===== config.mk =====
export PLATFORM = sky130hd
export DESIGN_NAME = button_debounce_events_flat
export DESIGN_NICKNAME = d
export VERILOG_FILES = /design/src/design/bde_pkg.sv /design/src/design/bde_if.sv /design/src/design/bde_cfg_regs.sv /design/src/design/bde_in_stage.sv /design/src/design/bde_core.sv /design/src/design/button_debounce_events.sv /design/src/flat_wrapper.sv
export SDC_FILE = /design/constraint.sdc
export NUM_CORES = 1
export LEC_CHECK = 0
export ABC_AREA = 1
export BUFFER_PORTS_ARGS = -buffer_cell sky130_fd_sc_hd__buf_2
export CAP_MARGIN = 20
export CORE_AREA = 3 3 173 141
export DETAILED_ROUTE_END_ITERATION = 16
export DIE_AREA = 0 0 176 144
export GPL_TIMING_DRIVEN = 0
export SLEW_MARGIN = 15
export SYNTH_ARGS = -nofsm -noshare
export SYNTH_HDL_FRONTEND = slang
export SYNTH_SLANG_ARGS = --single-unit

===== constraint.sdc =====
create_clock -name clk -period 3.76 [get_ports clk]
set_input_delay 0.564 -clock clk [delete_from_list [all_inputs] [get_ports clk]]
set_output_delay 0.564 -clock clk [all_outputs]
set_load 0.01 [all_outputs]

===== src/design/bde_pkg.sv =====
// Package for the button debounce event block.
// Holds the configuration and sample types and the register map constants.
package bde_pkg;

  localparam int DATA_W     = 32;
  localparam int ADDR_W     = 3;
  localparam int DEBOUNCE_W = 16;
  localparam int HOLD_W     = 32;

  localparam logic                  IDLE_LEVEL_RST = 1'b1;
  localparam logic [DEBOUNCE_W-1:0] DEBOUNCE_RST   = 16'd50;

  // register index: word address bit 2 of paddr
  localparam logic REG_IDLE_LEVEL = 1'b0;
  localparam logic REG_DEBOUNCE   = 1'b1;

  typedef struct packed {
    logic                  idle_level;
    logic [DEBOUNCE_W-1:0] debounce_ticks;
  } bde_cfg_t;

  typedef struct packed {
    logic pin_level;
    logic clear_hold;
  } bde_sample_t;

endpackage


===== src/design/bde_if.sv =====
// Valid/ready channel interfaces for sample beats and event beats.
// Depends on bde_pkg for payload widths.
interface bde_in_if;
  logic valid;
  logic ready;
  logic pin_level;
  logic clear_hold;

  modport source (output valid, output pin_level, output clear_hold, input ready);
  modport sink   (input valid, input pin_level, input clear_hold, output ready);
endinterface

interface bde_out_if;
  import bde_pkg::*;
  logic              valid;
  logic              ready;
  logic              push_event;
  logic              release_event;
  logic              pressed;
  logic [HOLD_W-1:0] hold_ticks;

  modport source (output valid, output push_event, output release_event,
                  output pressed, output hold_ticks, input ready);
  modport sink   (input valid, input push_event, input release_event,
                  input pressed, input hold_ticks, output ready);
endinterface


===== src/design/bde_cfg_regs.sv =====
// APB-style configuration registers: idle level and debounce time.
// Depends on bde_pkg.
module bde_cfg_regs (
  input  logic                       clk,
  input  logic                       rst,
  input  logic                       psel,
  input  logic                       penable,
  input  logic                       pwrite,
  input  logic [bde_pkg::ADDR_W-1:0] paddr,
  input  logic [bde_pkg::DATA_W-1:0] pwdata,
  output logic [bde_pkg::DATA_W-1:0] prdata,
  output logic                       pready,
  output bde_pkg::bde_cfg_t          cfg
);
  import bde_pkg::*;

  logic wr_en;

  assign pready = 1'b1;
  assign wr_en  = psel && penable && pwrite;

  always_ff @(posedge clk) begin
    if (rst) begin
      cfg.idle_level     <= IDLE_LEVEL_RST;
      cfg.debounce_ticks <= DEBOUNCE_RST;
    end else if (wr_en) begin
      unique case (paddr[2])
        REG_IDLE_LEVEL: cfg.idle_level     <= pwdata[0];
        REG_DEBOUNCE:   cfg.debounce_ticks <= pwdata[DEBOUNCE_W-1:0];
        default: ;
      endcase
    end
  end

  always_comb begin
    unique case (paddr[2])
      REG_IDLE_LEVEL: prdata = DATA_W'(cfg.idle_level);
      REG_DEBOUNCE:   prdata = DATA_W'(cfg.debounce_ticks);
      default:        prdata = '0;
    endcase
  end

endmodule


===== src/design/bde_in_stage.sv =====
// Input register for sample beats.
// Depends on bde_pkg and bde_in_if.
module bde_in_stage (
  input  logic                  clk,
  input  logic                  rst,
  bde_in_if.sink                sample,
  input  logic                  advance,
  output logic                  s_valid,
  output bde_pkg::bde_sample_t  s_data
);
  import bde_pkg::*;

  assign sample.ready = !s_valid || advance;

  always_ff @(posedge clk) begin
    if (rst) begin
      s_valid <= 1'b0;
    end else if (sample.ready) begin
      s_valid <= sample.valid;
    end
  end

  always_ff @(posedge clk) begin
    if (sample.valid && sample.ready) begin
      s_data.pin_level  <= sample.pin_level;
      s_data.clear_hold <= sample.clear_hold;
    end
  end

endmodule


===== src/design/bde_core.sv =====
// Debounce detectors, hold timer and result register.
// Depends on bde_pkg and bde_out_if.
module bde_core #(
  parameter int COUNT_WIDTH = 32
) (
  input  logic                 clk,
  input  logic                 rst,
  input  bde_pkg::bde_cfg_t    cfg,
  input  logic                 s_valid,
  input  bde_pkg::bde_sample_t s_data,
  output logic                 advance,
  bde_out_if.source            events
);
  import bde_pkg::*;

  localparam int CMP_W = (COUNT_WIDTH > DEBOUNCE_W) ? COUNT_WIDTH : DEBOUNCE_W;

  // on/off counters are shared by push, level and hold detectors: they
  // advance and clear on the same conditions
  logic                   push_latch, release_latch, pressed_level;
  logic                   hold_enabled, hold_started;
  logic [COUNT_WIDTH-1:0] on_count, off_count, hold_count;

  logic                   push_latch_next, release_latch_next, pressed_level_next;
  logic                   hold_enabled_next, hold_started_next;
  logic [COUNT_WIDTH-1:0] on_count_next, off_count_next, hold_count_next;

  logic                   active, hs_cleared, on_ge, off_ge, push_ev, rel_ev;
  logic [COUNT_WIDTH-1:0] on_inc, off_inc, hold_inc;
  logic [63:0]            hold_wide;
  logic [HOLD_W-1:0]      held;

  function automatic logic [COUNT_WIDTH-1:0] sat_inc(input logic [COUNT_WIDTH-1:0] c);
    sat_inc = (&c) ? c : c + COUNT_WIDTH'(1);
  endfunction

  assign advance = s_valid && (!events.valid || events.ready);

  always_comb begin
    active     = s_data.pin_level != cfg.idle_level;
    hs_cleared = s_data.clear_hold ? 1'b0 : hold_started;
    on_inc     = sat_inc(on_count);
    off_inc    = sat_inc(off_count);
    hold_inc   = sat_inc(hold_count);
    on_ge      = CMP_W'(on_inc) >= CMP_W'(cfg.debounce_ticks);
    off_ge     = CMP_W'(off_inc) >= CMP_W'(cfg.debounce_ticks);

    push_ev            = active && !push_latch && on_ge;
    rel_ev             = !active && !release_latch && off_ge;
    push_latch_next    = active && (push_latch || push_ev);
    release_latch_next = !active && (release_latch || rel_ev);
    on_count_next      = active ? on_inc : '0;
    off_count_next     = active ? '0 : off_inc;

    pressed_level_next = pressed_level;
    hold_enabled_next  = hold_enabled;
    hold_started_next  = hs_cleared;
    if (active) begin
      if (!pressed_level && on_ge) pressed_level_next = 1'b1;
      if (!hold_enabled && on_ge) begin
        hold_enabled_next = 1'b1;
        hold_started_next = 1'b1;
      end
    end else begin
      if (pressed_level && off_ge) pressed_level_next = 1'b0;
      if (hold_enabled && off_ge) hold_enabled_next = 1'b0;
    end

    hold_count_next = (hold_started_next && hold_enabled_next) ? hold_inc : '0;
    hold_wide       = 64'(hold_count_next);
    held            = (hold_wide[63:HOLD_W] != '0) ? '1 : hold_wide[HOLD_W-1:0];
  end

  always_ff @(posedge clk) begin
    if (rst) begin
      push_latch    <= 1'b0;
      release_latch <= 1'b1;
      pressed_level <= 1'b0;
      hold_enabled  <= 1'b0;
      hold_started  <= 1'b0;
      on_count      <= '0;
      off_count     <= '0;
      hold_count    <= '0;
    end else if (advance) begin
      push_latch    <= push_latch_next;
      release_latch <= release_latch_next;
      pressed_level <= pressed_level_next;
      hold_enabled  <= hold_enabled_next;
      hold_started  <= hold_started_next;
      on_count      <= on_count_next;
      off_count     <= off_count_next;
      hold_count    <= hold_count_next;
    end
  end

  always_ff @(posedge clk) begin
    if (rst) begin
      events.valid <= 1'b0;
    end else if (!events.valid || events.ready) begin
      events.valid <= s_valid;
    end
  end

  always_ff @(posedge clk) begin
    if (advance) begin
      events.push_event    <= push_ev;
      events.release_event <= rel_ev;
      events.pressed       <= pressed_level_next;
      events.hold_ticks    <= held;
    end
  end

endmodule


===== src/design/button_debounce_events.sv =====
// Button debouncer with push/release pulses, debounced level and hold timer.
// Depends on bde_pkg, bde_if, bde_cfg_regs, bde_in_stage and bde_core.
//
// Usage:
//   sample: one beat per time-base tick, carrying the raw pin level and a
//           clear-hold request. Every sample beat yields exactly one beat
//           on events: push/release pulses, debounced pressed level and the
//           hold tick count (saturating, 0 when not holding).
//   APB:    reg 0 (addr 0) idle pin level, reg 1 (addr 4) debounce ticks.
//           Write only while no beats are in flight; pready is always high.
// A sample in the input register gives its event beat in the result
//   register, visible from then on. Throughput: one beat per cycle while
//   events is taken, set by the single register-to-register detector pass.
// Reset (synchronous, rst high): all detector counters and latches clear,
//   release latch sets, idle level goes to 1 and debounce time to 50 ticks.
// Stall: when events is not taken the result register holds; the input
//   register takes one more sample, then sample.ready drops until events
//   drains.
module button_debounce_events #(
  parameter int COUNT_WIDTH = 32
) (
  input  logic                       clk,
  input  logic                       rst,
  bde_in_if.sink                     sample,
  bde_out_if.source                  events,
  input  logic                       psel,
  input  logic                       penable,
  input  logic                       pwrite,
  input  logic [bde_pkg::ADDR_W-1:0] paddr,
  input  logic [bde_pkg::DATA_W-1:0] pwdata,
  output logic [bde_pkg::DATA_W-1:0] prdata,
  output logic                       pready
);
  import bde_pkg::*;

  bde_cfg_t    cfg;
  bde_sample_t s_data;
  logic        s_valid;
  logic        advance;

  bde_cfg_regs u_cfg (
    .clk     (clk),
    .rst     (rst),
    .psel    (psel),
    .penable (penable),
    .pwrite  (pwrite),
    .paddr   (paddr),
    .pwdata  (pwdata),
    .prdata  (prdata),
    .pready  (pready),
    .cfg     (cfg)
  );

  bde_in_stage u_in (
    .clk     (clk),
    .rst     (rst),
    .sample  (sample),
    .advance (advance),
    .s_valid (s_valid),
    .s_data  (s_data)
  );

  bde_core #(
    .COUNT_WIDTH (COUNT_WIDTH)
  ) u_core (
    .clk     (clk),
    .rst     (rst),
    .cfg     (cfg),
    .s_valid (s_valid),
    .s_data  (s_data),
    .advance (advance),
    .events  (events)
  );

endmodule


===== src/flat_wrapper.sv =====
// flat-port wrapper written by rule: the top's interface ports become plain ports
module button_debounce_events_flat import bde_pkg::*;
#(
  parameter int COUNT_WIDTH = 32
)
  (clk, rst, psel, penable, pwrite, paddr, pwdata, prdata, pready, sample_valid, sample_pin_level, sample_clear_hold, sample_ready, events_valid, events_push_event, events_release_event, events_pressed, events_hold_ticks, events_ready);
  bde_in_if sample_i ();
  bde_out_if events_i ();
  input  logic clk;
  input  logic rst;
  input  logic psel;
  input  logic penable;
  input  logic pwrite;
  input  logic [bde_pkg::ADDR_W-1:0] paddr;
  input  logic [bde_pkg::DATA_W-1:0] pwdata;
  output logic [bde_pkg::DATA_W-1:0] prdata;
  output logic pready;
  input wire logic [$bits(sample_i.valid)-1:0] sample_valid;
  input wire logic [$bits(sample_i.pin_level)-1:0] sample_pin_level;
  input wire logic [$bits(sample_i.clear_hold)-1:0] sample_clear_hold;
  output wire logic [$bits(sample_i.ready)-1:0] sample_ready;
  output wire logic [$bits(events_i.valid)-1:0] events_valid;
  output wire logic [$bits(events_i.push_event)-1:0] events_push_event;
  output wire logic [$bits(events_i.release_event)-1:0] events_release_event;
  output wire logic [$bits(events_i.pressed)-1:0] events_pressed;
  output wire logic [$bits(events_i.hold_ticks)-1:0] events_hold_ticks;
  input wire logic [$bits(events_i.ready)-1:0] events_ready;
  assign sample_i.valid = sample_valid;
  assign sample_i.pin_level = sample_pin_level;
  assign sample_i.clear_hold = sample_clear_hold;
  assign sample_ready = sample_i.ready;
  assign events_valid = events_i.valid;
  assign events_push_event = events_i.push_event;
  assign events_release_event = events_i.release_event;
  assign events_pressed = events_i.pressed;
  assign events_hold_ticks = events_i.hold_ticks;
  assign events_i.ready = events_ready;
  button_debounce_events #(.COUNT_WIDTH(COUNT_WIDTH)) u_core (.clk(clk), .rst(rst), .sample(sample_i), .events(events_i), .psel(psel), .penable(penable), .pwrite(pwrite), .paddr(paddr), .pwdata(pwdata), .prdata(prdata), .pready(pready));
endmodule

# Word level (Yosys, flattened, before mapping)
# Cells that the tools add are included.
[word_totals]
out_inout_bits = 70
ff_bits = 157
in_bits = 44
elab_cells = 72
[op_classes]
add_sub_neg = 3
mux = 16
n_reduce_logical = 31
magnitude_cmp = 2
n_eq_ne = 1
bitwise_logic = 1
[op_table]
columns = ["op", "n"]
rows = [
  ["2-to-1 mux 32 bit", 6],
  ["adder 32 x 1 -> 32 bit (second input constant)", 3],
  ["AND reduction 32 bit", 3],
  ["greater-or-equal comparator 32 x 16 -> 1 bit", 2],
  ["case mux 32 bit (2 select lines)", 1],
  ["logical AND 1 bit", 15],
  ["2-to-1 mux 1 bit", 9],
  ["logical NOT 1 bit", 7],
  ["logical OR 1 bit", 4],
  ["AND reduction 2 bit", 2],
  ["inequality test 1 bit", 1],
  ["inverter 1 bit", 1],
]

# Longest topological paths before layout
# Gate-level depths: netlist of the first run.
[logic_depth]
depth_word = 8
mapped_depth = 30
ltp_nobuf = 28

# By module
# Synthesis of the first run repeated with hierarchy kept, for this count alone.
[unflattened]
cells_unflattened = 1538
hier_area_um2 = 10323.7
[by_module_without_submodules]
columns = ["module", "n_inst", "cells_each", "area_each_um2", "seq_area_each_um2"]
rows = [
  ["bde_core", 1, 1370, 9233.9, 3093.0],
  ["bde_cfg_regs", 1, 160, 982.2, 340.3],
  ["bde_in_stage", 1, 8, 107.6, 80.1],
]

# Worst setup path after synthesis of the first run
# Ideal clock, no wire load.
[synth_path]
kind = "reg2reg"
from = "register u_core.u_core.off_count[1]"
to = "register u_core.u_core.hold_count[22]"
setup_time_ps = 82
arrival_time_ps = 3199
path_slack_ps = 479
required_ps = 3678
path_stages_with_launch = 25
cell_sequence = "dfxtp_1 ha_1 inv_2 nor2_4 nand2_4 nor2_4 inv_2 nor3_1 inv_1 nand2_1 nor2_1 xor2_1 ha_1 a21oi_1 nor2_1 a211oi_1 nand3_1 nor2_1 nand3_1 nor2_4 nand3_2 nand2_4 buf_12 nand3_2 a21oi_2"
[synth_between]
elab_chain_cells = 8
word_cells_on_any_way = 9
classes_between = "add/sub (1); order compare (1); mux (4); reduce/logical (3)"
[synth_rtl]
columns = ["item", "line", "rtl"]
rows = [
  ["start, declared", "bde_core.sv:22", "logic [COUNT_WIDTH-1:0] on_count, off_count, hold_count;"],
  ["start signal, assigned", "bde_core.sv:91", "off_count <= off_count_next;"],
  ["adder 32 x 1 -> 32 bit / AND reduction 32 bit (equally long branches)", "bde_core.sv:34", "sat_inc = (&c) ? c : c + COUNT_WIDTH'(1);"],
  ["2-to-1 mux 32 bit (*)", "bde_core.sv:34", ""],
  ["greater-or-equal comparator 32 x 16 -> 1 bit (*)", "bde_core.sv:46", "off_ge = CMP_W'(off_inc) >= CMP_W'(cfg.debounce_ticks);"],
  ["logical AND 1 bit (*)", "bde_core.sv:66", "if (hold_enabled && off_ge) hold_enabled_next = 1'b0;"],
  ["2-to-1 mux 1 bit (*)", "bde_core.sv:66", ""],
  ["2-to-1 mux 1 bit (*)", "bde_core.sv:58", "if (active) begin"],
  ["logical AND 1 bit (*)", "bde_core.sv:69", "hold_count_next = (hold_started_next && hold_enabled_next) ? hold_inc : '0;"],
  ["2-to-1 mux 32 bit (*)", "bde_core.sv:69", ""],
  ["end signal, assigned", "bde_core.sv:92", "hold_count <= hold_count_next;"],
  ["end, declared", "bde_core.sv:22", ""],
]
# Mark *: on every way between the ends. The rest lies on a longest branch, timed or not.
# A chain may end at the register's enable or synchronous reset.

# Worst setup path after layout of the first run
[layout_path]
from = "register u_core.u_core.on_count[14]"
to = "register u_core.u_core.events.hold_ticks[4] (data pin)"
[layout_between]
elab_chain_cells = 8
word_cells_on_any_way = 11
classes_between = "add/sub (1); order compare (1); mux (6); reduce/logical (3)"
[layout_rtl]
columns = ["item", "line", "rtl"]
rows = [
  ["start, declared", "bde_core.sv:22", ""],
  ["start signal, assigned", "bde_core.sv:90", "on_count <= on_count_next;"],
  ["adder 32 x 1 -> 32 bit / AND reduction 32 bit (equally long branches)", "bde_core.sv:34", ""],
  ["2-to-1 mux 32 bit (*)", "bde_core.sv:34", ""],
  ["greater-or-equal comparator 32 x 16 -> 1 bit (*)", "bde_core.sv:45", "on_ge = CMP_W'(on_inc) >= CMP_W'(cfg.debounce_ticks);"],
  ["logical AND 1 bit (*)", "bde_core.sv:60", "if (!hold_enabled && on_ge) begin"],
  ["2-to-1 mux 1 bit", "bde_core.sv:60", ""],
  ["2-to-1 mux 1 bit", "bde_core.sv:58", ""],
  ["logical AND 1 bit (*)", "bde_core.sv:69", ""],
  ["2-to-1 mux 32 bit (*)", "bde_core.sv:69", ""],
  ["named net u_core.u_core.held[4]", "bde_core.sv:31", "logic [HOLD_W-1:0] held;"],
  ["end signal, assigned", "bde_core.sv:109", "events.hold_ticks <= held;"],
  ["end, declared", "bde_if.sv:23", "output pressed, output hold_ticks, input ready);"],
]
# Mark *: on every way through the listed nets, which the timed path passes. The rest lies on a longest branch.

==> results.sh, run 1 <==
export IMPL_outcome="finished, final reports clean"
export IMPL_r2r_cells=20
export IMPL_dp_cells=1902
export IMPL_worstMarginPinSlew_ps=828
export IMPL_htree_levels=4
export IMPL_ys_types=39
export IMPL_n_antenna_cell=0
export IMPL_fin_tns_setup_ps=0
export IMPL_drtAntennaViolNets=0
export IMPL_ys_seq_area_frac=0.345
export IMPL_crit_path_max_fanout=10
export IMPL_synth_top_area_frac=0.236
export IMPL_grt_total_usage=0.238
export IMPL_cap_violations=0
export IMPL_rrSetupSlack_ps=230
export IMPL_initial_utilization=0.450
export IMPL_synth_warnings=0
export IMPL_vias=9885
export IMPL_finalNetCount=1704
export IMPL_io_pin_count=114
export IMPL_firstDrtPassIters=8
export IMPL_vdd_ir_drop_max_v=0.000229
export IMPL_postSynthCellCount=1503
export IMPL_synth_most_common_cell="nand2_1"
export IMPL_clock_fmax_ghz=0.283
export IMPL_cts_tree="built"
export IMPL_synth_avg_cell_area_sq_um=6.77
export IMPL_timing_final_crit_share=0.939
export IMPL_synth_area_leaders="dfxtp_1 (24%), nand2_1 (17%), edfxtp_1 (11%)"
export IMPL_hold_violations=0
export IMPL_synth_top_area_cell="dfxtp_1"
export IMPL_async_flop_share=0
export IMPL_port_buffers=77
export IMPL_antenna_found_initial=0
export IMPL_die_x_microns=176
export IMPL_criticalPathCategory="flip-flop to flip-flop"
export IMPL_drv_slew=0
export IMPL_syn_area_sq_um=10200
export IMPL_cp_start_kind="flip-flop"
export IMPL_setup_violations=0
export IMPL_post_route_min_period_ps=3530
export IMPL_cp_end_kind="flip-flop"
export IMPL_grt_max_degree=24
export IMPL_rows=49
export IMPL_final_util=0.531
export IMPL_ys_top_cells_by_count="nand2_1 (473), inv_1 (174), nor2_1 (151)"
export IMPL_layout_area_overhead_vs_synth_pct=18.0
export IMPL_slew_headroom=0.448
export IMPL_hold_path_startpoint="sample_pin_level"
export IMPL_overflow=0
export IMPL_drive_above_1_share=0.181
export IMPL_drtIter0Drc=897
export IMPL_cp_required_ps=3950
export IMPL_via_per_inst=5.08
export IMPL_synth_seq_cells=157
export IMPL_grt_pass1_vias=8776
export IMPL_finalWirelength_microns=30300
export IMPL_clk_path_buf_depth=2
export IMPL_remaining_drc_errors=0
export IMPL_min_path_cells=1
export IMPL_numCtsBuffers=17
export IMPL_r2r_start="u_core.u_core.on_count[14]"
export IMPL_hpwlAfterDp_microns=23800
export IMPL_hold_path_class="input pin to flip-flop"
export IMPL_path_clk_slew_ps=70
export IMPL_clock_sinks=157
export IMPL_dieArea_sq_um=25300
export IMPL_core_area_sq_um=22600
export IMPL_wl_per_cell_microns=15.6
export IMPL_hold_end="u_core.u_in.s_data[1]"
export IMPL_die_y_microns=144
export IMPL_hold_buffers=0
export IMPL_clk_latency_ps=440
export IMPL_routabilityCongestion=1.01
export IMPL_finalNonFillerCells=1944
export IMPL_fill_cells=2341
export IMPL_p_leak_nw=5.28
export IMPL_powerDensity_nw_per_um2=336
export IMPL_ys_flop_type="dfxtp_1"
export IMPL_grt_pass1_wl_microns=47800
export IMPL_synth_edf_count=37
export IMPL_arrival_ps=3720
export IMPL_r2r_end="u_core.u_core.events.hold_ticks[4]"
export IMPL_finalClockSkew_ps=13.5
export IMPL_root_buffer="clkbuf_16"
[power by group]
group / total, mW / switching [mW] / leakage [nW] / internal [mW]
clock network: 1.84 / 0.822 / 0.302 / 1.02
registers: 1.82 / 0.0415 / 1.33 / 1.78
logic: 0.378 / 0.246 / 3.65 / 0.132
[cells by family (layout without fill, tap and decap cells)]
group / Yosys count / in the layout / share of synthesized area
compound gates: 198 / 198 / 0.109
xor+xnor: 55 / 55 / 0.0473
flops: 157 / 157 / 0.345
fa+ha+maj: 35 / 35 / 0.0430
buf+inv: 246 / 366 / 0.104
mux: 1 / 1 / 0.00111
other cells: 2 / 17 / 0.000738
simple gates: 809 / 809 / 0.349
[layer usage]
metal	GRT usage	wire, microns
met5	0	0
met4	0.0416	268
met3	0.0457	2090
met2	0.339	12300
met1	0.375	15600
[state kept, by name (all words and copies together), names as in the netlist]
name,flops
u_core.u_core.push_latch,1
u_core.u_core.release_latch,1
u_core.u_core.off_count,32
u_core.u_in.s_valid,1
u_core.u_cfg.cfg,17
u_core.u_core.hold_count,32
u_core.u_core.pressed_level,1
u_core.u_in.s_data,2
u_core.u_core.hold_started,1
u_core.u_core.events.hold_ticks,32
u_core.u_core.events.push_event,1
u_core.u_core.hold_enabled,1
u_core.u_core.events.release_event,1
u_core.u_core.on_count,32
u_core.u_core.events.valid,1
u_core.u_core.events.pressed,1
[cells in the final DEF, fill, tap and decap left out, types with 21 or more instances in the layout]
cell        n
a21oi_2    30
nand3_2    31
nand3_1    55
edfxtp_1   37
buf_2      79
dfxtp_2    21
o21ai_0    58
nand2_1   468
xnor2_1    23
nor2_1    143
dfxtp_1    97
nor3_1     26
a21oi_1   101
inv_1     174
ha_1       33
buf_4      25
clkbuf_1   37
xor2_1     28
[per-stage QoR]
step | setup slack [ps] | area [sq um] | hold WS (ps) | power (mW)
2_1_floorplan | 479 | 10200 | 466 | 2.09
6_report | 229 | 12000 | 332 | 4.04
5_1_grt | -17.5 | 12000 | 320 | 4.18
3_3_place_gp | -457 | 11000 | 485 | 2.20
4_1_cts | 12.3 | 11700 | 333 | 4.04
3_5_place_dp | -481 | 11000 | 487 | 2.21
[worst max path at each step]
| stage | from | endpoint | cells after the start |
|---|---|---|---|
| CTS | u_core.u_core.on_count[0] | u_core.u_core.events.hold_ticks[25] | 21 |
| floorplan | u_core.u_core.off_count[1] | u_core.u_core.hold_count[22] | 24 |
| finish | u_core.u_core.on_count[14] | u_core.u_core.events.hold_ticks[4] | 20 |
| detailed placement | u_core.u_core.on_count[0] | u_core.u_core.events.hold_ticks[1] | 21 |
| global placement | u_core.u_core.on_count[0] | u_core.u_core.events.hold_ticks[1] | 21 |
| global route | u_core.u_core.on_count[15] | u_core.u_core.hold_count[1] | 27 |
[critical path: stages, from the launching register on]
cell       delay (ps)
dfxtp_1           440
nand2_1           120
nor2_2            130
nand2_1           120
nor2_4            150
nand2_4            90
buf_6             160
clkbuf_4          190
nand2_1           110
ha_1              260
a21oi_1           150
o21ai_1           170
nor3_2            210
nand2_1           130
nor2_2            160
nand2_2           110
nand3_2            90
nand2_4           140
clkbuf_16         200
nand3_2            90
inv_1              50
[final cells by class]
| class | count | area [sq um] | area share |
|---|---|---|---|
| clock buffer | 17 | 425 | 0.0354 |
| timing repair buffer | 88 | 523 | 0.0435 |
| sequential | 157 | 3550 | 0.295 |
| buffer | 67 | 439 | 0.0366 |
| clock inverter | 15 | 193 | 0.0160 |
| inverter | 179 | 672 | 0.0559 |
| multi-input combinational | 1115 | 5830 | 0.485 |
| tap | 306 | 383 | 0.0319 |
[repair_timing]
action                                  4_1_cts  5_1_grt
pin swaps                                     0        9
resized for setup                            19       59
endpoints found under the setup margin       69       69
cloned                                        0        2
buffers inserted                              0        8
No activity file was read; power rests on OpenSTA's default activity.
==> inputs of run 2 (changes only) <==
--- a/config.mk
+++ b/config.mk
@@ -6,12 +6,13 @@
 export NUM_CORES = 1
 export LEC_CHECK = 0
 export ABC_AREA = 1
-export BUFFER_PORTS_ARGS = -buffer_cell sky130_fd_sc_hd__buf_2
+export BUFFER_PORTS_ARGS = -buffer_cell sky130_fd_sc_hd__buf_4
 export CAP_MARGIN = 20
 export CORE_AREA = 3 3 173 141
 export DETAILED_ROUTE_END_ITERATION = 16
 export DIE_AREA = 0 0 176 144
 export GPL_TIMING_DRIVEN = 0
+export PLACE_DENSITY = 0.66
 export SLEW_MARGIN = 15
 export SYNTH_ARGS = -nofsm -noshare
 export SYNTH_HDL_FRONTEND = slang
==> constraint.sdc (replaced) <==
create_clock -name clk -period 3 [get_ports clk]
set_input_delay 0.45 -clock clk [delete_from_list [all_inputs] [get_ports clk]]
set_output_delay 0.45 -clock clk [all_outputs]
set_load 0.01 [all_outputs]
==> results.sh, run 2 (same netlist as run 1, synthesis figures left out) <==
export IMPL_outcome="finished, violations left"
export IMPL_clk_latency_ps=440
export IMPL_layout_area_overhead_vs_synth_pct=29.0
export IMPL_final_util=0.580
export IMPL_post_route_min_period_ps=3680
export IMPL_setup_ws_ps=-677
export IMPL_worstMarginPinSlew_ps=775
export IMPL_netSwitchingFraction=0.277
export IMPL_p_comb_frac=0.112
export IMPL_core_area_sq_um=22600
export IMPL_layout_common_cells="nand2_1 (454), inv_1 (147), buf_4 (143), nor2_1 (131), a21oi_1 (97)"
export IMPL_power_net_switching_mw=1.41
export IMPL_grt_total_usage=0.242
export IMPL_rows=49
export IMPL_powerDensity_nw_per_um2=390
export IMPL_placed_area_sq_um=11300
export IMPL_drtIter0Drc=931
export IMPL_pre_cts_slack_ps=-984
export IMPL_cap_violations=0
export IMPL_timing_final_crit_share=1.23
export IMPL_htree_levels=4
export IMPL_rsz0062_at_grt="true"
export IMPL_finalNetCount=1753
export IMPL_dieArea_sq_um=25300
export IMPL_hold_violations=0
export IMPL_clock_sinks=157
export IMPL_hold_path_class="input pin to flip-flop"
export IMPL_die_x_microns=176
export IMPL_fin_tns_setup_ps=-42690
export IMPL_fill_cells=2121
export IMPL_vias=10300
export IMPL_hpwlAfterDp_microns=23400
export IMPL_fin_area_sq_um=13100
export IMPL_cp_start_kind="flip-flop"
export IMPL_clk_path_buf_depth=2
export IMPL_remaining_drc_errors=0
export IMPL_cts_tree="built"
export IMPL_drive_above_1_share=0.266
export IMPL_setup_violations=71
export IMPL_finalNonFillerCells=1993
export IMPL_grt_max_degree=25
export IMPL_total_power_mw=5.12
export IMPL_layout_commonest_cell="nand2_1"
export IMPL_cp_end_kind="flip-flop"
export IMPL_ff_latch_area_sq_um=3610
export IMPL_numCtsBuffers=17
export IMPL_path_clk_slew_ps=70
export IMPL_grt_pass1_vias=9218
export IMPL_clockPowerShare=0.444
export IMPL_clock_fmax_ghz=0.272
export IMPL_multi_input_area_sq_um=6240
export IMPL_crit_path_max_fanout=5
export IMPL_pwr_share_seq=0.444
export IMPL_wl_per_cell_microns=15.7
export IMPL_dp_cells=1902
export IMPL_drv_slew=0
export IMPL_violations="setup timing"
export IMPL_finalWirelength_microns=31200
export IMPL_p_int_mw=3.70
export IMPL_slew_headroom=0.483
export IMPL_initial_utilization=0.450
export IMPL_antenna_found_initial=0
export IMPL_die_y_microns=144
export IMPL_p_leak_nw=5.59
export IMPL_io_pin_count=114
export IMPL_routabilityCongestion=0.977
export IMPL_vdd_ir_drop_max_v=0.000294
export IMPL_criticalPathCategory="flip-flop to flip-flop"
export IMPL_port_buffers=77
export IMPL_n_antenna_cell=0
export IMPL_finalClockSkew_ps=12.3
export IMPL_firstDrtPassIters=5
export IMPL_drtAntennaViolNets=0
export IMPL_arrival_ps=3990
export IMPL_via_per_inst=5.15
export IMPL_hold_ws_ps=209
export IMPL_overflow=0
export IMPL_cp_required_ps=3320
export IMPL_root_buffer="clkbuf_16"
export IMPL_grt_pass1_wl_microns=48500
## run 2: cell types whose count changed in the layout (fill, tap and decap cells not counted), moves of 7 or more
cell and change:
buf_2 -76, dfxtp_1 -38, nor2_1 -12, nor2_4 +7, nand2_1 -14, dfxtp_2 +30, inv_1 -27, nand3_2 -24
nand3_4 +29, dfxtp_4 +8, nand2_2 +13, inv_2 +25, buf_4 +118
## run 2: path summary, 6_finish.rpt
kind         slack, ps                                  end                       start  cells past startpoint
min                210                u_core.u_in.s_data[0]           sample_clear_hold                      1
min reg2reg        490           u_core.u_core.on_count[29]  u_core.u_core.on_count[29]                      2
max               -680  u_core.u_core.events.hold_ticks[21]  u_core.u_core.off_count[1]                     25
max reg2reg       -680  u_core.u_core.events.hold_ticks[21]  u_core.u_core.off_count[1]                     25
## run 2: area by class of cell
cell class,instances,area share
Buffer,67,0.0337
Tap cell,306,0.0292
Sequential cell,157,0.275
Clock inverter,15,0.0132
Clock buffer,17,0.0324
Timing Repair Buffer,137,0.0891
Multi-Input combinational cell,1115,0.476
Inverter,179,0.0515
## run 2: power groups by stage
stage / registers, mW / logic (mW) / clock network, mW
6_report: 2.27 / 0.574 / 2.27
5_1_grt: 2.28 / 0.626 / 2.37
4_1_cts: 2.28 / 0.533 / 2.29
3_5_place_dp: 2.33 / 0.476 / 0
3_3_place_gp: 2.33 / 0.463 / 0
2_1_floorplan: 2.32 / 0.299 / 0
## run 2: critical path, cell delays in order, from the launching register on
cell	delay [ps]
dfxtp_4	360
ha_4	150
inv_4	40
nor2_4	110
nand2_4	80
nor2_4	150
inv_2	80
nor3_4	120
inv_2	70
nand4_1	140
nor2_1	80
xor2_1	200
ha_1	260
nand2_1	90
nor2_1	60
a211oi_2	360
nand3_1	130
nor2_1	130
nand3_2	130
nor2_4	170
nand3_4	100
nand2_8	130
buf_12	130
clkbuf_16	150
nand3_2	70
inv_1	60
## run 2: metal layers
metal / wire, microns / global-route usage / vias to the layer above
li1: - / - / 5113
met4: 405 / 0.0600 / 0
met5: 0 / 0 / -
met1: 15300 / 0.365 / 4754
met3: 2090 / 0.0357 / 31
met2: 13400 / 0.365 / 359
## run 2: what timing repair did
action | in CTS | in global routing
gates cloned | 2 | 3
resized for setup | 86 | 134
endpoints found under the setup margin | 72 | 72
setup buffers | 27 | 29
hold buffers | 0 | 0
hold endpoints to repair | 0 | 0
pin swaps | 17 | 29
==> inputs of run 3 (changes only) <==
--- a/config.mk
+++ b/config.mk
@@ -6,13 +6,15 @@
 export NUM_CORES = 1
 export LEC_CHECK = 0
 export ABC_AREA = 1
+export ABC_CLOCK_PERIOD_IN_PS = 3000
 export BUFFER_PORTS_ARGS = -buffer_cell sky130_fd_sc_hd__buf_4
 export CAP_MARGIN = 20
-export CORE_AREA = 3 3 173 141
+export CORE_AREA = 2 2 172 140
 export DETAILED_ROUTE_END_ITERATION = 16
-export DIE_AREA = 0 0 176 144
+export DIE_AREA = 0 0 174 142
 export GPL_TIMING_DRIVEN = 0
 export PLACE_DENSITY = 0.66
+export SKIP_CTS_REPAIR_TIMING = 1
 export SLEW_MARGIN = 15
 export SYNTH_ARGS = -nofsm -noshare
 export SYNTH_HDL_FRONTEND = slang
==> results.sh, run 3 (same netlist as run 1, synthesis figures left out) <==
export IMPL_hold_violations=0
export IMPL_drive_above_1_share=0.241
export IMPL_layout_commonest_cell="nand2_1"
export IMPL_wl_per_cell_microns=15.1
export IMPL_root_buffer="clkbuf_16"
export IMPL_powerDensity_nw_per_um2=384
export IMPL_clock_fmax_ghz=0.276
export IMPL_hold_path_class="input pin to flip-flop"
export IMPL_outcome="finished, violations left"
export IMPL_post_route_min_period_ps=3620
export IMPL_remaining_drc_errors=0
export IMPL_arrival_ps=3920
export IMPL_port_buffers=77
export IMPL_worstMarginPinSlew_ps=801
export IMPL_finalClockSkew_ps=15.4
export IMPL_finalWirelength_microns=29800
export IMPL_n_antenna_cell=0
export IMPL_clock_sinks=157
export IMPL_cap_violations=0
export IMPL_fill_cells=2279
export IMPL_dp_cells=1908
export IMPL_violations="setup timing"
export IMPL_rsz0062_at_grt="true"
export IMPL_die_x_microns=174
export IMPL_final_util=0.553
export IMPL_dieArea_sq_um=24700
export IMPL_numCtsBuffers=17
export IMPL_grt_total_usage=0.234
export IMPL_drtIter0Drc=740
export IMPL_cp_required_ps=3300
export IMPL_initial_utilization=0.442
export IMPL_hold_ws_ps=188
export IMPL_overflow=0
export IMPL_rows=50
export IMPL_vias=10100
export IMPL_hpwlAfterDp_microns=22300
export IMPL_criticalPathCategory="flip-flop to flip-flop"
export IMPL_grt_max_degree=25
export IMPL_grt_pass1_wl_microns=46300
export IMPL_die_y_microns=142
export IMPL_setup_ws_ps=-618
export IMPL_slew_headroom=0.466
export IMPL_finalNetCount=1732
export IMPL_io_pin_count=114
export IMPL_drtAntennaViolNets=0
export IMPL_vdd_ir_drop_max_v=0.000375
export IMPL_drv_slew=0
export IMPL_core_area_sq_um=23000
export IMPL_setup_violations=71
export IMPL_crit_path_max_fanout=8
export IMPL_p_leak_nw=5.46
export IMPL_firstDrtPassIters=5
export IMPL_finalNonFillerCells=1978
export IMPL_cp_end_kind="flip-flop"
export IMPL_via_per_inst=5.12
export IMPL_clk_latency_ps=440
export IMPL_timing_final_crit_share=1.21
export IMPL_grt_pass1_vias=8932
export IMPL_path_clk_slew_ps=60
export IMPL_htree_levels=4
export IMPL_layout_common_cells="nand2_1 (460), inv_1 (154), nor2_1 (135), buf_4 (129), a21oi_1 (95)"
export IMPL_pre_cts_slack_ps=-745
export IMPL_antenna_found_initial=0
export IMPL_cts_tree="built"
export IMPL_cp_start_kind="flip-flop"
export IMPL_total_power_mw=4.90
export IMPL_clk_path_buf_depth=2
export IMPL_layout_area_overhead_vs_synth_pct=25.1
export IMPL_routabilityCongestion=0.960
[run 3: cell count changes in the layout (fill, tap and decap cells not counted), sizes merged]
cell	delta
buf	-22
bufinv	-2
clkbuf	+2
clkinv	+2
clkinvlp	+4
inv	-5
[run 3: worst paths after layout]
check                              startpoint                                 end  slack (ps)  cells after the start
hold reg to reg   u_core.u_core.off_count[10]         u_core.u_core.off_count[10]         490                      2
setup reg to reg   u_core.u_core.off_count[1]  u_core.u_core.events.hold_ticks[4]        -620                     24
setup / recovery   u_core.u_core.off_count[1]  u_core.u_core.events.hold_ticks[4]        -620                     24
hold / removal              sample_clear_hold               u_core.u_in.s_data[0]         190                      1
[run 3: cell type report]
class	instances	area [sq um]	share of cell area
plain buffers	67	440	0.0346
flip-flops and latches	157	3580	0.281
repair buffers	116	947	0.0743
well taps	312	390	0.0306
inverters	179	677	0.0531
clock buffers	18	439	0.0345
multi-input cells	1115	6150	0.483
clock inverters	14	111	0.00874
[run 3: per-layer routing]
metal | up-vias | GRT usage | routed length (microns)
met4 | 0 | 0.0548 | 336
met1 | 4684 | 0.348 | 14400
met2 | 362 | 0.353 | 12900
li1 | 5065 | - | -
met5 | - | 0 | 0
met3 | 26 | 0.0414 | 2170
[run 3: per-stage QoR]
| stage | TNS [ps] | area [sq um] |
|---|---|---|
| floorplan | -3520 | 10300 |
| global placement | -63450 | 11300 |
| detailed placement | -47530 | 11300 |
| CTS | -48700 | 11900 |
| global route | -50540 | 12700 |
| finish | -39240 | 12700 |
[run 3: power by group]
part	switching [mW]	internal, mW	total (mW)
clock	0.987	1.09	2.08
sequential	0.0564	2.22	2.28
combinational	0.330	0.204	0.533
[run 3: critical path: stages, from the launching register on]
cell	delay (ps)
dfxtp_4	370
ha_4	150
inv_4	40
nor2_4	160
nand2_4	100
nor2_4	180
inv_2	80
nor3_4	140
inv_2	80
nand2_2	80
nor2_2	40
xor2_1	170
ha_1	340
a21oi_2	160
nor2_1	60
a211oi_2	200
nand3_1	130
nor2_1	140
nand3_2	120
nor2_4	150
nand3_4	110
nand2_8	150
clkbuf_16	170
nand3_2	80
inv_1	70
